File: src/rtl/core/rstri_pkg.sv
`default_nettype none
package rstri_pkg;

  localparam int CNT_W = 5;
  localparam int CNT_MIN = 3;

  localparam logic RING_CURR = 1'b0;
  localparam logic RING_PREV = 1'b1;

  typedef struct packed {
    logic             ring;
    logic [CNT_W-1:0] index;
    logic             wrap;
  } corner_t;

  typedef struct packed {
    corner_t c0;
    corner_t c1;
    corner_t c2;
    logic    last;
  } tri_t;

  // one stitch job after clamping; big >= small, swap set when prev ring is larger
  typedef struct packed {
    logic [CNT_W-1:0] big;
    logic [CNT_W-1:0] small_n;
    logic             swap;
    logic             equal;
  } job_t;

endpackage
`default_nettype wire

File: src/rtl/core/ring_stitch_triangulator.sv
// channel | direction | handshake            | payload
// in      | input     | in_valid / in_stall   | curr_count, prev_count
// out     | output    | out_valid / out_stall | c0..c2 ring/index/wrap, last_triangle
//
// Equal counts: a start state, then one triangle per cycle while the output does not stall.
// Unequal counts: a start state, quotient by repeated subtraction, table fill, gap division
// and leftover spread when there are leftovers, then one triangle per cycle while the output
// does not stall, plus a table read for each smaller-ring vertex after vertex 0.
// A two-entry job queue lets new items land while a stitch runs.
// Reset is synchronous; a stall on the output holds the sequencer in its triangle states.
`default_nettype none
module ring_stitch_triangulator import rstri_pkg::*; #(
  parameter int MAX_RING_POINTS = 24
) (
  input  wire logic             clk,
  input  wire logic             rst,
  input  wire logic             in_valid,
  output logic                  in_stall,
  input  wire logic [CNT_W-1:0] curr_count,
  input  wire logic [CNT_W-1:0] prev_count,
  output logic                  out_valid,
  input  wire logic             out_stall,
  output logic                  c0_ring,
  output logic [CNT_W-1:0]      c0_index,
  output logic                  c0_wrap,
  output logic                  c1_ring,
  output logic [CNT_W-1:0]      c1_index,
  output logic                  c1_wrap,
  output logic                  c2_ring,
  output logic [CNT_W-1:0]      c2_index,
  output logic                  c2_wrap,
  output logic                  last_triangle
);

  logic job_valid, job_pop;
  job_t job;
  tri_t out_tri;

  rstri_front #(.MAX_RING_POINTS(MAX_RING_POINTS)) u_front (
    .clk, .rst, .in_valid, .in_stall, .curr_count, .prev_count,
    .job_valid, .job, .job_pop
  );

  rstri_back #(.MAX_RING_POINTS(MAX_RING_POINTS)) u_back (
    .clk, .rst, .job_valid, .job, .job_pop, .out_valid, .out_stall, .out_tri
  );

  assign c0_ring       = out_tri.c0.ring;
  assign c0_index      = out_tri.c0.index;
  assign c0_wrap       = out_tri.c0.wrap;
  assign c1_ring       = out_tri.c1.ring;
  assign c1_index      = out_tri.c1.index;
  assign c1_wrap       = out_tri.c1.wrap;
  assign c2_ring       = out_tri.c2.ring;
  assign c2_index      = out_tri.c2.index;
  assign c2_wrap       = out_tri.c2.wrap;
  assign last_triangle = out_tri.last;

endmodule
`default_nettype wire

File: src/rtl/core/rstri_front.sv
`default_nettype none
module rstri_front import rstri_pkg::*; #(
  parameter int MAX_RING_POINTS = 24
) (
  input  wire logic             clk,
  input  wire logic             rst,
  input  wire logic             in_valid,
  output logic                  in_stall,
  input  wire logic [CNT_W-1:0] curr_count,
  input  wire logic [CNT_W-1:0] prev_count,
  output logic                  job_valid,
  output job_t                  job,
  input  wire logic             job_pop
);

  localparam logic [CNT_W-1:0] CMAX = CNT_W'(MAX_RING_POINTS);
  localparam logic [CNT_W-1:0] CMIN = CNT_W'(CNT_MIN);

  logic [CNT_W-1:0] c_cl, p_cl;
  job_t             job_in;
  job_t             q [2];
  logic             wr_ptr, rd_ptr;
  logic [1:0]       count;
  logic             push;

  function automatic logic [CNT_W-1:0] clamp(input logic [CNT_W-1:0] v);
    if (v < CMIN) return CMIN;
    else if (v > CMAX) return CMAX;
    else return v;
  endfunction

  always_comb begin
    c_cl = clamp(curr_count);
    p_cl = clamp(prev_count);
    job_in.swap    = (c_cl < p_cl);
    job_in.equal   = (c_cl == p_cl);
    job_in.big     = job_in.swap ? p_cl : c_cl;
    job_in.small_n = job_in.swap ? c_cl : p_cl;
  end

  assign in_stall  = (count == 2'd2);
  assign push      = in_valid && !in_stall;
  assign job_valid = (count != 2'd0);
  assign job       = q[rd_ptr];

  always_ff @(posedge clk) begin
    if (rst) begin
      wr_ptr <= 1'b0;
      rd_ptr <= 1'b0;
      count  <= 2'd0;
    end else begin
      if (push) wr_ptr <= !wr_ptr;
      if (job_pop) rd_ptr <= !rd_ptr;
      count <= count + 2'(push) - 2'(job_pop);
    end
  end

  always_ff @(posedge clk) begin
    if (push) q[wr_ptr] <= job_in;
  end

endmodule
`default_nettype wire

File: src/rtl/core/rstri_back.sv
`default_nettype none
module rstri_back import rstri_pkg::*; #(
  parameter int MAX_RING_POINTS = 24
) (
  input  wire logic clk,
  input  wire logic rst,
  input  wire logic job_valid,
  input  wire job_t job,
  output logic      job_pop,
  output logic      out_valid,
  input  wire logic out_stall,
  output tri_t      out_tri
);

  localparam int AW = (MAX_RING_POINTS > 1) ? $clog2(MAX_RING_POINTS) : 1;

  typedef enum logic [4:0] {
    S_IDLE, S_DIV_Q, S_FILL, S_DIV_G, S_LEFT, S_SEAM, S_FAN, S_PRE_FIRST, S_PRE,
    S_POST, S_PT_LOAD, S_PT_FIRST, S_PT_REST, S_EQ_A, S_EQ_B, S_EQ_S0, S_EQ_S1
  } state_t;

  state_t           state;
  logic [CNT_W-1:0] big, small_n, q, left0, leftcnt, gap, rem, quo;
  logic [CNT_W-1:0] pt, cur, post, shr, remain;
  logic [3:0]       pre;
  logic [CNT_W:0]   i;
  logic             swap, sr, br;
  logic [CNT_W-1:0] mem [MAX_RING_POINTS];

  logic             emit, fire;
  tri_t             t;
  logic             lt_active, lt_bump;
  logic [CNT_W:0]   i1;
  logic [2*CNT_W-1:0] prod_a, prod_b;
  logic [CNT_W-1:0] s0, pre_v, post_v;

  assign sr = !swap;
  assign br = swap;
  assign job_pop = (state == S_IDLE) && job_valid;

  always_comb begin
    prod_a    = (small_n - i[CNT_W-1:0]) * left0;
    prod_b    = small_n * leftcnt;
    lt_active = (i < {1'b0, small_n}) && (leftcnt != '0);
    lt_bump   = prod_a > prod_b;
    i1        = i + (CNT_W+1)'(lt_bump);
    // vertex 0 always takes one leftover point when there are any
    s0        = q + CNT_W'(left0 != '0);
    if (s0 <= CNT_W'(3)) begin
      pre_v  = '0;
      post_v = (s0 == CNT_W'(1)) ? '0 : s0 - CNT_W'(1);
    end else if (!s0[0]) begin
      pre_v  = s0 >> 1;
      post_v = s0 >> 1;
    end else begin
      pre_v  = s0 >> 1;
      post_v = (s0 >> 1) + CNT_W'(1);
    end
  end

  function automatic corner_t cn(input logic r, input logic [CNT_W-1:0] idx, input logic w);
    corner_t c;
    c.ring = r; c.index = idx; c.wrap = w;
    return c;
  endfunction

  always_comb begin
    emit = 1'b1;
    t    = '0;
    unique case (state)
      S_SEAM: begin
        t.c0 = cn(sr, '0, 1'b1); t.c1 = cn(br, '0, 1'b1);
        t.c2 = cn(br, big - CNT_W'(1), 1'b0);
      end
      S_FAN: begin
        t.c0 = cn(sr, '0, 1'b1); t.c1 = cn(br, big - CNT_W'(1), 1'b0);
        t.c2 = cn(sr, small_n - CNT_W'(1), 1'b0);
      end
      S_PRE_FIRST: begin
        t.c0 = cn(sr, '0, 1'b1); t.c1 = cn(br, big - CNT_W'(pre), 1'b0);
        t.c2 = cn(sr, small_n - CNT_W'(1), 1'b0);
      end
      S_PRE: begin
        t.c0 = cn(sr, '0, 1'b1); t.c1 = cn(br, big - CNT_W'(pre), 1'b0);
        t.c2 = cn(br, big - CNT_W'(pre) - CNT_W'(1), 1'b0);
      end
      S_POST: begin
        t.c0 = cn(sr, '0, 1'b0); t.c1 = cn(br, post, 1'b0);
        t.c2 = cn(br, post - CNT_W'(1), 1'b0);
      end
      S_PT_FIRST: begin
        t.c0 = cn(sr, pt, 1'b0); t.c1 = cn(br, cur, 1'b0);
        t.c2 = cn(sr, pt - CNT_W'(1), 1'b0);
      end
      S_PT_REST: begin
        t.c0 = cn(sr, pt, 1'b0); t.c1 = cn(br, cur, 1'b0);
        t.c2 = cn(br, cur - CNT_W'(1), 1'b0);
        t.last = (remain == CNT_W'(1)) && (pt == small_n - CNT_W'(1));
      end
      S_EQ_A: begin
        t.c0 = cn(RING_CURR, pt - CNT_W'(1), 1'b0);
        t.c1 = cn(RING_PREV, pt - CNT_W'(1), 1'b0);
        t.c2 = cn(RING_CURR, pt, 1'b0);
      end
      S_EQ_B: begin
        t.c0 = cn(RING_CURR, pt, 1'b0);
        t.c1 = cn(RING_PREV, pt - CNT_W'(1), 1'b0);
        t.c2 = cn(RING_PREV, pt, 1'b0);
      end
      S_EQ_S0: begin
        t.c0 = cn(RING_CURR, '0, 1'b1);
        t.c1 = cn(RING_CURR, big - CNT_W'(1), 1'b0);
        t.c2 = cn(RING_PREV, '0, 1'b1);
      end
      S_EQ_S1: begin
        t.c0 = cn(RING_CURR, big - CNT_W'(1), 1'b0);
        t.c1 = cn(RING_PREV, big - CNT_W'(1), 1'b0);
        t.c2 = cn(RING_PREV, '0, 1'b1);
        t.last = 1'b1;
      end
      default: emit = 1'b0;
    endcase
    // the larger previous ring reverses winding: trade corners 1 and 2
    if (swap && !(state == S_EQ_A || state == S_EQ_B || state == S_EQ_S0 ||
                  state == S_EQ_S1)) begin
      t.c1 = t.c2;
      t.c2 = (state == S_SEAM) ? cn(br, '0, 1'b1) :
             (state == S_FAN || state == S_PRE_FIRST) ? cn(br,
               (state == S_FAN) ? big - CNT_W'(1) : big - CNT_W'(pre), 1'b0) :
             (state == S_PRE) ? cn(br, big - CNT_W'(pre), 1'b0) :
             (state == S_POST) ? cn(br, post, 1'b0) : cn(br, cur, 1'b0);
    end
  end

  assign fire = emit && (!out_valid || !out_stall);

  always_ff @(posedge clk) begin
    if (rst) begin
      out_valid <= 1'b0;
    end else if (fire) begin
      out_valid <= 1'b1;
    end else if (!out_stall) begin
      out_valid <= 1'b0;
    end
  end

  always_ff @(posedge clk) begin
    if (fire) out_tri <= t;
  end

  always_ff @(posedge clk) begin
    if (state == S_FILL) mem[i[AW-1:0]] <= q;
    else if (state == S_LEFT && lt_active && i1 < {1'b0, small_n})
      mem[i1[AW-1:0]] <= q + CNT_W'(1);
    if (state == S_PT_LOAD) shr <= mem[pt[AW-1:0]];
  end

  always_ff @(posedge clk) begin
    if (rst) begin
      state <= S_IDLE;
    end else begin
      unique case (state)
        S_IDLE: if (job_valid) begin
          big <= job.big; small_n <= job.small_n; swap <= job.swap;
          pt  <= CNT_W'(1);
          rem <= job.big; quo <= '0;
          state <= job.equal ? S_EQ_A : S_DIV_Q;
        end
        S_DIV_Q: begin
          if (rem >= small_n) begin
            rem <= rem - small_n; quo <= quo + CNT_W'(1);
          end else begin
            q <= quo; left0 <= rem; leftcnt <= rem;
            i <= '0;
            state <= S_FILL;
          end
        end
        S_FILL: begin
          i <= i + (CNT_W+1)'(1);
          if (i[CNT_W-1:0] == small_n - CNT_W'(1)) begin
            rem <= small_n; quo <= '0;
            state <= (left0 != '0) ? S_DIV_G : S_SEAM;
          end
        end
        S_DIV_G: begin
          if (rem >= left0) begin
            rem <= rem - left0; quo <= quo + CNT_W'(1);
          end else begin
            gap <= quo; i <= '0;
            state <= S_LEFT;
          end
        end
        S_LEFT: begin
          if (lt_active) begin
            i <= i1 + {1'b0, gap};
            leftcnt <= leftcnt - CNT_W'(1);
          end else begin
            state <= S_SEAM;
          end
        end
        S_SEAM: if (fire) begin
          pre <= pre_v[3:0]; post <= post_v; cur <= post_v;
          if (s0 <= CNT_W'(3)) state <= S_FAN;
          else state <= S_PRE_FIRST;
        end
        S_FAN: if (fire) state <= (post != '0) ? S_POST : S_PT_LOAD;
        S_PRE_FIRST, S_PRE: if (fire) begin
          pre <= pre - 4'd1;
          if (pre == 4'd1) state <= (post != '0) ? S_POST : S_PT_LOAD;
          else state <= S_PRE;
        end
        S_POST: if (fire) begin
          post <= post - CNT_W'(1);
          if (post == CNT_W'(1)) state <= S_PT_LOAD;
        end
        S_PT_LOAD: state <= S_PT_FIRST;
        S_PT_FIRST: if (fire) begin
          cur <= cur + CNT_W'(1); remain <= shr;
          state <= S_PT_REST;
        end
        S_PT_REST: if (fire) begin
          remain <= remain - CNT_W'(1);
          if (remain == CNT_W'(1)) begin
            if (pt == small_n - CNT_W'(1)) state <= S_IDLE;
            else begin
              pt <= pt + CNT_W'(1);
              state <= S_PT_LOAD;
            end
          end else begin
            cur <= cur + CNT_W'(1);
          end
        end
        S_EQ_A: if (fire) state <= S_EQ_B;
        S_EQ_B: if (fire) begin
          pt <= pt + CNT_W'(1);
          state <= (pt == big - CNT_W'(1)) ? S_EQ_S0 : S_EQ_A;
        end
        S_EQ_S0: if (fire) state <= S_EQ_S1;
        S_EQ_S1: if (fire) state <= S_IDLE;
        default: state <= S_IDLE;
      endcase
    end
  end

endmodule
`default_nettype wire

File: config.mk
export PLATFORM = sky130hd
export DESIGN_NAME = ring_stitch_triangulator
export DESIGN_NICKNAME = d
export VERILOG_FILES = /design/src/rtl/core/rstri_pkg.sv /design/src/rtl/core/ring_stitch_triangulator.sv /design/src/rtl/core/rstri_front.sv /design/src/rtl/core/rstri_back.sv
export SDC_FILE = /design/constraint.sdc
export NUM_CORES = 1
export LEC_CHECK = 0
export ABC_CLOCK_PERIOD_IN_PS = 8300
export BUFFER_PORTS_ARGS = -buffer_cell sky130_fd_sc_hd__buf_2
export CAP_MARGIN = 5
export CORE_AREA = 5 5 186 188
export DETAILED_ROUTE_END_ITERATION = 8
export DIE_AREA = 0 0 191 193
export GPL_TIMING_DRIVEN = 0
export PLACE_DENSITY = 0.72
export SYNTH_ARGS = -nofsm -noshare
export SYNTH_HDL_FRONTEND = slang
export SYNTH_SLANG_ARGS = --single-unit
File: constraint.sdc
create_clock -name clk -period 8.3 [get_ports clk]
set_input_delay 2.49 -clock clk [delete_from_list [all_inputs] [get_ports clk]]
set_output_delay 2.49 -clock clk [all_outputs]
set_load 0.05 [all_outputs]
-- Word level (Yosys, flattened, before mapping)
Memories as Yosys holds them, arrays and structs flattened. A register that Yosys moved wholly into a read port is not among the register bits.
Index checks and enable logic that the tools add are counted.
- multipliers: 2
- $lt $le $gt $ge: 11
- add/subtract/negate cells: 25
- bitwise gates (word level): 3
- reductions and logical operators: 48
- equal/unequal tests: 48
- muxes and demuxes: 94
- operator list (kind ; number):
    $mux 5 ; 52
    $pmux 21 s11 ; 1
    $pmux 5 s16 ; 1
    $sub 5x1->5 const B ; 9
    $mux 6 ; 7
    $eq 5x4->1 const B ; 8
    $pmux 5 s4 ; 2
    $ne 2x1->1 const B ; 16
    $pmux 5 s2 ; 3
    $pmux 5 s3 ; 2
    $pmux 6 s4 ; 1
    $add 5x1->5 const B ; 4
    $eq 5x1->1 const B ; 4
    $eq 5x3->1 const B ; 4
    $eq 5x5->1 ; 4
    $mux 4 ; 5
    $reduce_and 17->1 ; 1
    $reduce_and 4->1 ; 4
    $reduce_bool 5->1 ; 3
    $mux 1 ; 14
    $mux 14 ; 1
    $ne 2x2->1 const B ; 7
    $lt 6x5->1 ; 2
    $reduce_and 6->1 ; 2
    other kinds (41) ; 74
- logic and storage cells: 263
- bits in registers: 103
- bits of input ports: 14
- memories kept: 2
- RAM bits: 144
- memory list (name ; words ; bits a word ; rd ports ; clocked after Yosys merged registers in ; wr ports ; line ; source):
    u_back.mem ; 24 ; 5 ; 1 ; 1 ; 1 ; rstri_back.sv:28 ; logic [CNT_W-1:0] mem [MAX_RING_POINTS];
    u_front.q ; 2 ; 12 ; 1 ; 1 ; 1 ; rstri_front.sv:21 ; job_t q [2];

-- Depth between registers and ports, before layout
- word-level depth: 11
- mapped depth: 40

-- Cells and area by module
A second synthesis with hierarchy kept.
- cells, all modules: 1404
- area, all modules: 16139.2 um2
- modules (own cells, without submodules) (module ; cells each ; area an instance (um2) ; instances ; seq. area each (um2)):
    rstri_back ; 1299 ; 14702.9 ; 1 ; 6666.4
    rstri_front ; 105 ; 1436.4 ; 1 ; 820.8

-- Worst setup path before layout
Ideal clock, no wire load.
- path type: register -> register
- start point: register u_back.small_n[0]
- end point: memory u_back.mem[0][3], data pin
- setup time: 0.342 ns
- cell stages (with the launch flop): 40
- path buffers: 2
- path slack: -0.076 ns
- arrival: 8.034 ns
- required time: 7.958 ns
- path through: edfxtp_1 buf_2 inv_1 ha_1 inv_1 fa_1 nand2_1 nand2_1 a21oi_1 xnor2_1 and2_1 fa_1 fa_1 inv_1 fa_1 inv_1 ha_1 nand2_1 [4 not listed] xnor3_1 ha_1 nand4_1 nor2_1 o21ai_0 nand2_1 nor3_1 a31oi_1 ha_1 ha_1 xnor2_1 inv_1 ha_1 a211oi_1 o2111a_2 buf_2 nand4_1 xnor2_1
- longest elaborated chain between the ends: 11
- elaborated cells between the ends (all ways): 15
- those cells by class: add/sub (2); mul (2); order compare (3); mux (4); reduce/logical (4)
- ends and longest elaborated chain (what ; line ; source):
    start, declared ; rstri_back.sv:23 ; logic [CNT_W-1:0] big, small_n, q, left0, leftcnt, gap, rem, quo;
    start signal, assigned ; rstri_back.sv:164 ; big <= job.big; small_n <= job.small_n; swap <= job.swap;
    $sub 5x5->6 ; rstri_back.sv:42 ; prod_a = (small_n - i[CNT_W-1:0]) * left0;
    $mul 10x5->10 ; rstri_back.sv:42 ;
    $gt 10x10->1 ; rstri_back.sv:45 ; lt_bump = prod_a > prod_b;
    $add 6x1->6 ; rstri_back.sv:46 ; i1 = i + (CNT_W+1)'(lt_bump);
    $lt 6x5->1 ; rstri_back.sv:153 ; else if (state == S_LEFT && lt_active && i1 < {1'b0, small_n})
    $logic_and 1x1->1 (*) ; rstri_back.sv:153 ;
    $mux 1 (*) ; rstri_back.sv:153 ;
    $mux 1 (*) ; rstri_back.sv:152 ; if (state == S_FILL) mem[i[AW-1:0]] <= q;
    $mux 1 (implied by the code) (*) ; rstri_back.sv:154 ; mem[i1[AW-1:0]] <= q + CNT_W'(1);
    $reduce_or 5->1 (no line) (*) ; -- ;
    $mux 5 (no line) (*) ; -- ;
    end, declared ; rstri_back.sv:28 ;
Every way passes the cells marked *; elsewhere a longest branch is shown, timed or not.

-- Worst setup path in the final report
- start point: register u_back.small_n[0]
- end point: memory u_back.mem[22][3], enable pin
- longest elaborated chain between the ends: 11
- elaborated cells between the ends (all ways): 16
- those cells by class: add/sub (2); mul (2); order compare (3); mux (5); reduce/logical (4)
- ends and longest elaborated chain (what ; line):
    $sub 5x5->6 ; rstri_back.sv:42
    $mul 10x5->10 ; rstri_back.sv:42
    $gt 10x10->1 ; rstri_back.sv:45
    $add 6x1->6 ; rstri_back.sv:46
    $lt 6x5->1 ; rstri_back.sv:153
    $logic_and 1x1->1 ; rstri_back.sv:153
    $mux 1 ; rstri_back.sv:153
    $mux 1 ; rstri_back.sv:152
    $mux 1 (implied by the code) ; rstri_back.sv:154
    $reduce_or 5->1 (no line) ; --
    $mux 5 (no line) or $mux 1 (tied branches) ; --
Parallel ways exist; a longest one is shown, timed or not.

==> impl_metrics.ini <==
[min_path]
hp-start = u_front.rd_ptr
hold_depth = 2
min_path_type = reg -> reg

[synthesis]
synthMuxAreaShare_pct = 7.007
yosysSeqAreaShare_pct = 46.59
synthesis.nets = 1613
yosysTopAreaCellShare_pct = 45.22
yosysWarnings = 0
syn_area_per_cell_um2 = 11.01
yosysMostFrequentCell = edfxtp_1
yosys.area.top_type = edfxtp_1
synth_top_family_by_area = simple AND/OR/NAND/NOR gates
async_reset_ff_share_pct = 0
ys_types = 75
netlist_instances = 1460
synth_compound_area_share_pct = 10.62
synth_area_mm2 = 0.01607
synth_top_flop_cell = edfxtp_1
synth-edff-count = 242
synthXorXnorAreaFrac_pct = 5.924
yosys_register_bits = 253
yosys.area_share.adder_pct = 12.27
yosys-top-cells-count = edfxtp_1 (242), nor2_1 (153), nand2_1 (122)
synth-simple-area-share_pct = 13.35
synthTopCellsByArea = edfxtp_1 (45%), ha_1 (8.4%), mux4_2 (4.9%)

[layout]
drive_above_1_share_pct = 17.44
area_delta_synth_final_pct = 16.98
nets = 1727

[global_routing]
antenna_found_initial = 1
grt_pass1_wl_um = 66770
grt_util_all_layers_pct = 23.32
grt_pass1_vias = 11750
grt_start_max_net_pins = 25
gr-total-overflow = 0

[cts]
cts_buffers = 27
clkSlewWorstSetupHoldPaths_ps = 60
cts_tree = done
clk_latency_ps = 550
clockBufferDepth = 3
cts_sinks = 253
cts-root-buf = clkbuf_16
htreeDepth = 1
cts_hold_buffers = 0

[floorplan]
ioPinCount = 38
die_h_um = 193
dieArea_mm2 = 0.03686
core_area_mm2 = 0.03295
std_cell_rows = 67
die_w_um = 191
initial_core_util_pct = 48.78

[sta]
finalSetupViolCount = 0
final_max_slew_viol_count = 0
fin_crit_sh_pct = 97.55
timing.fmax_ghz = 0.1235
min_period_ps = 8097
skew_ps = 28.53
hold_violations = 0
maxSlewHeadroom_pct = 13.09
worst_slack_ps = 203.1
worstMarginPinSlew_ps = 1286

[pwr]
power_leakage_nw = 7.054
p_per_area_mw_per_mm2 = 438.2
p_total_mw = 8.239
ir_drop_mv = 0.4894

[setup_path]
crit_family = adder cells
end_kind = flop
crit_type = reg -> reg
cp.arrival_ps = 8330
r2r_slack_ps = 200
cp.required_ps = 8530
crit_buf_inv = 4
cp_common_cell = ha_4
slowest_stage = fa_1
worstSetupStartpointType = flop
worstReg2RegEnd = u_back.mem[22][3]
r2r_start = u_back.small_n[0]
cp_max_fo = 6
reg2reg_depth = 38
critPathMaxStageDelay_ps = 510

[drt]
wl_per_cell_um = 21.33
vias = 12170
via_per_inst = 5.957
ant_nets = 0
drtIter0Drc = 1272
firstDrtPassIters = 7
route.detailed.drc = 0
wl_um = 43570

[place]
gp_congestion = 0.9718
place_ws_ps = -1832
hpwlAfterDp_um = 31010
port_buffers = 36

[outcome]
status = complete, no violations

[job]
maxCapViolCount = 0
layout by cell type (no fill, tap or decap), drive strengths merged, types with 7 or more instances in the layout:
master / count
nand2: 123
nor2: 153
mux2: 14
o21ai: 62
nand2b: 15
inv: 110
o21a: 9
o21bai: 7
nor3: 23
clkbuf: 71
xnor2: 75
edfxtp: 242
or3: 7
o22ai: 16
a31oi: 9
nand3: 35
a21oi: 78
nor4: 7
o221ai: 10
fa: 31
a21o: 15
a211oi: 10
nor2b: 18
dfxtp: 11
nand4: 9
mux4: 35
buf: 107
clkinv: 16
ha: 108
and2: 29
mux2i: 18
xor2: 32
tightest hold or removal path: stages (launching register included):
cell and delay, ps:
dfxtp_1 320, xnor2_1 90, nor2_1 70
power breakdown:
part | internal, mW | switching, mW | leakage, nW
logic | 2.25 | 3.08 | 4.35
registers | 1.65 | 0.105 | 2.30
clock network | 0.656 | 0.490 | 0.406
total | 4.56 | 3.68 | 7.05
flip-flops by register name, summed over array words and instances (netlist names), 6 cells and up, named ones only:
name,flops
u_back.mem,120
u_front.q,24
u_back.out_tri,22
u_back.i,6
layout make-up:
type	count	area (µm²)
Tap cell	448	560.5
Clock inverter	20	153.9
Antenna cell	1	2.502
Sequential cell	253	7487
Clock buffer	29	683.2
Buffer	65	282.8
Fill cell	2634	14140
Multi-Input combinational cell	1033	8633
Timing Repair Buffer	84	575.6
Inverter	110	421.7
layer usage:
metal  up-vias  share of wire (%)  GRT usage [%]
met3       134                8.3          4.195
li1       5539                  -              -
met4         0                4.1          7.928
met2       670                 46          37.32
met5         -                  0              0
met1      5827                 42          32.51
through the flow:
stage | setup TNS [ps] | cells | hold slack (ps) | utilization, % | cell area [µm²]
2_1_floorplan | 0 | 1460 | 449.8 | - | 16090
3_3_place_gp | -351390 | 1944 | 492.8 | 51.10 | 16830
3_5_place_dp | -380090 | 1946 | 501.1 | 51.19 | 16870
4_1_cts | 0 | 2023 | 513.6 | 56.09 | 18480
5_1_grt | -7857 | 2042 | 537.7 | 57.06 | 18800
6_report | 0 | 2043 | 514.1 | 57.07 | 18800
worst max-delay path by stage:
| stage | from | endpoint | slack, ps | cells after the start |
|---|---|---|---|---|
| after floorplan | u_back.small_n[0] | u_back.mem[0][0] | 130 | 38 |
| after global placement | u_back.i[3] | u_back.mem[17][0] | -1950 | 34 |
| after detailed placement | u_back.i[3] | u_back.mem[16][3] | -1830 | 35 |
| after CTS | u_back.small_n[0] | u_back.mem[20][2] | 7 | 39 |
| after global routing | u_back.i[1] | u_back.mem[21][4] | -120 | 39 |
| final | u_back.small_n[0] | u_back.mem[22][3] | 200 | 38 |
kinds of logic (layout without fill, tap and decap cells):
| kind of cell | after synthesis | count (layout) |
|---|---|---|
| multiplexers | 67 | 67 |
| AO/OA/AOI/OAI | 268 | 268 |
| flip-flops | 253 | 253 |
| other | 0 | 1 |
| XOR/XNOR | 105 | 108 |
| adder cells (fa/ha/maj) | 139 | 139 |
| buffers and inverters | 177 | 308 |
| AND/OR/NAND/NOR | 451 | 451 |
repair_timing:
action                     in CTS  in global routing
setup endpoints to repair     244                240
pin swaps                      31                 24
buffers inserted               26                 20
gates cloned                    3                  0
resized for setup             109                 32
No activity file was read; power rests on OpenSTA's default activity.
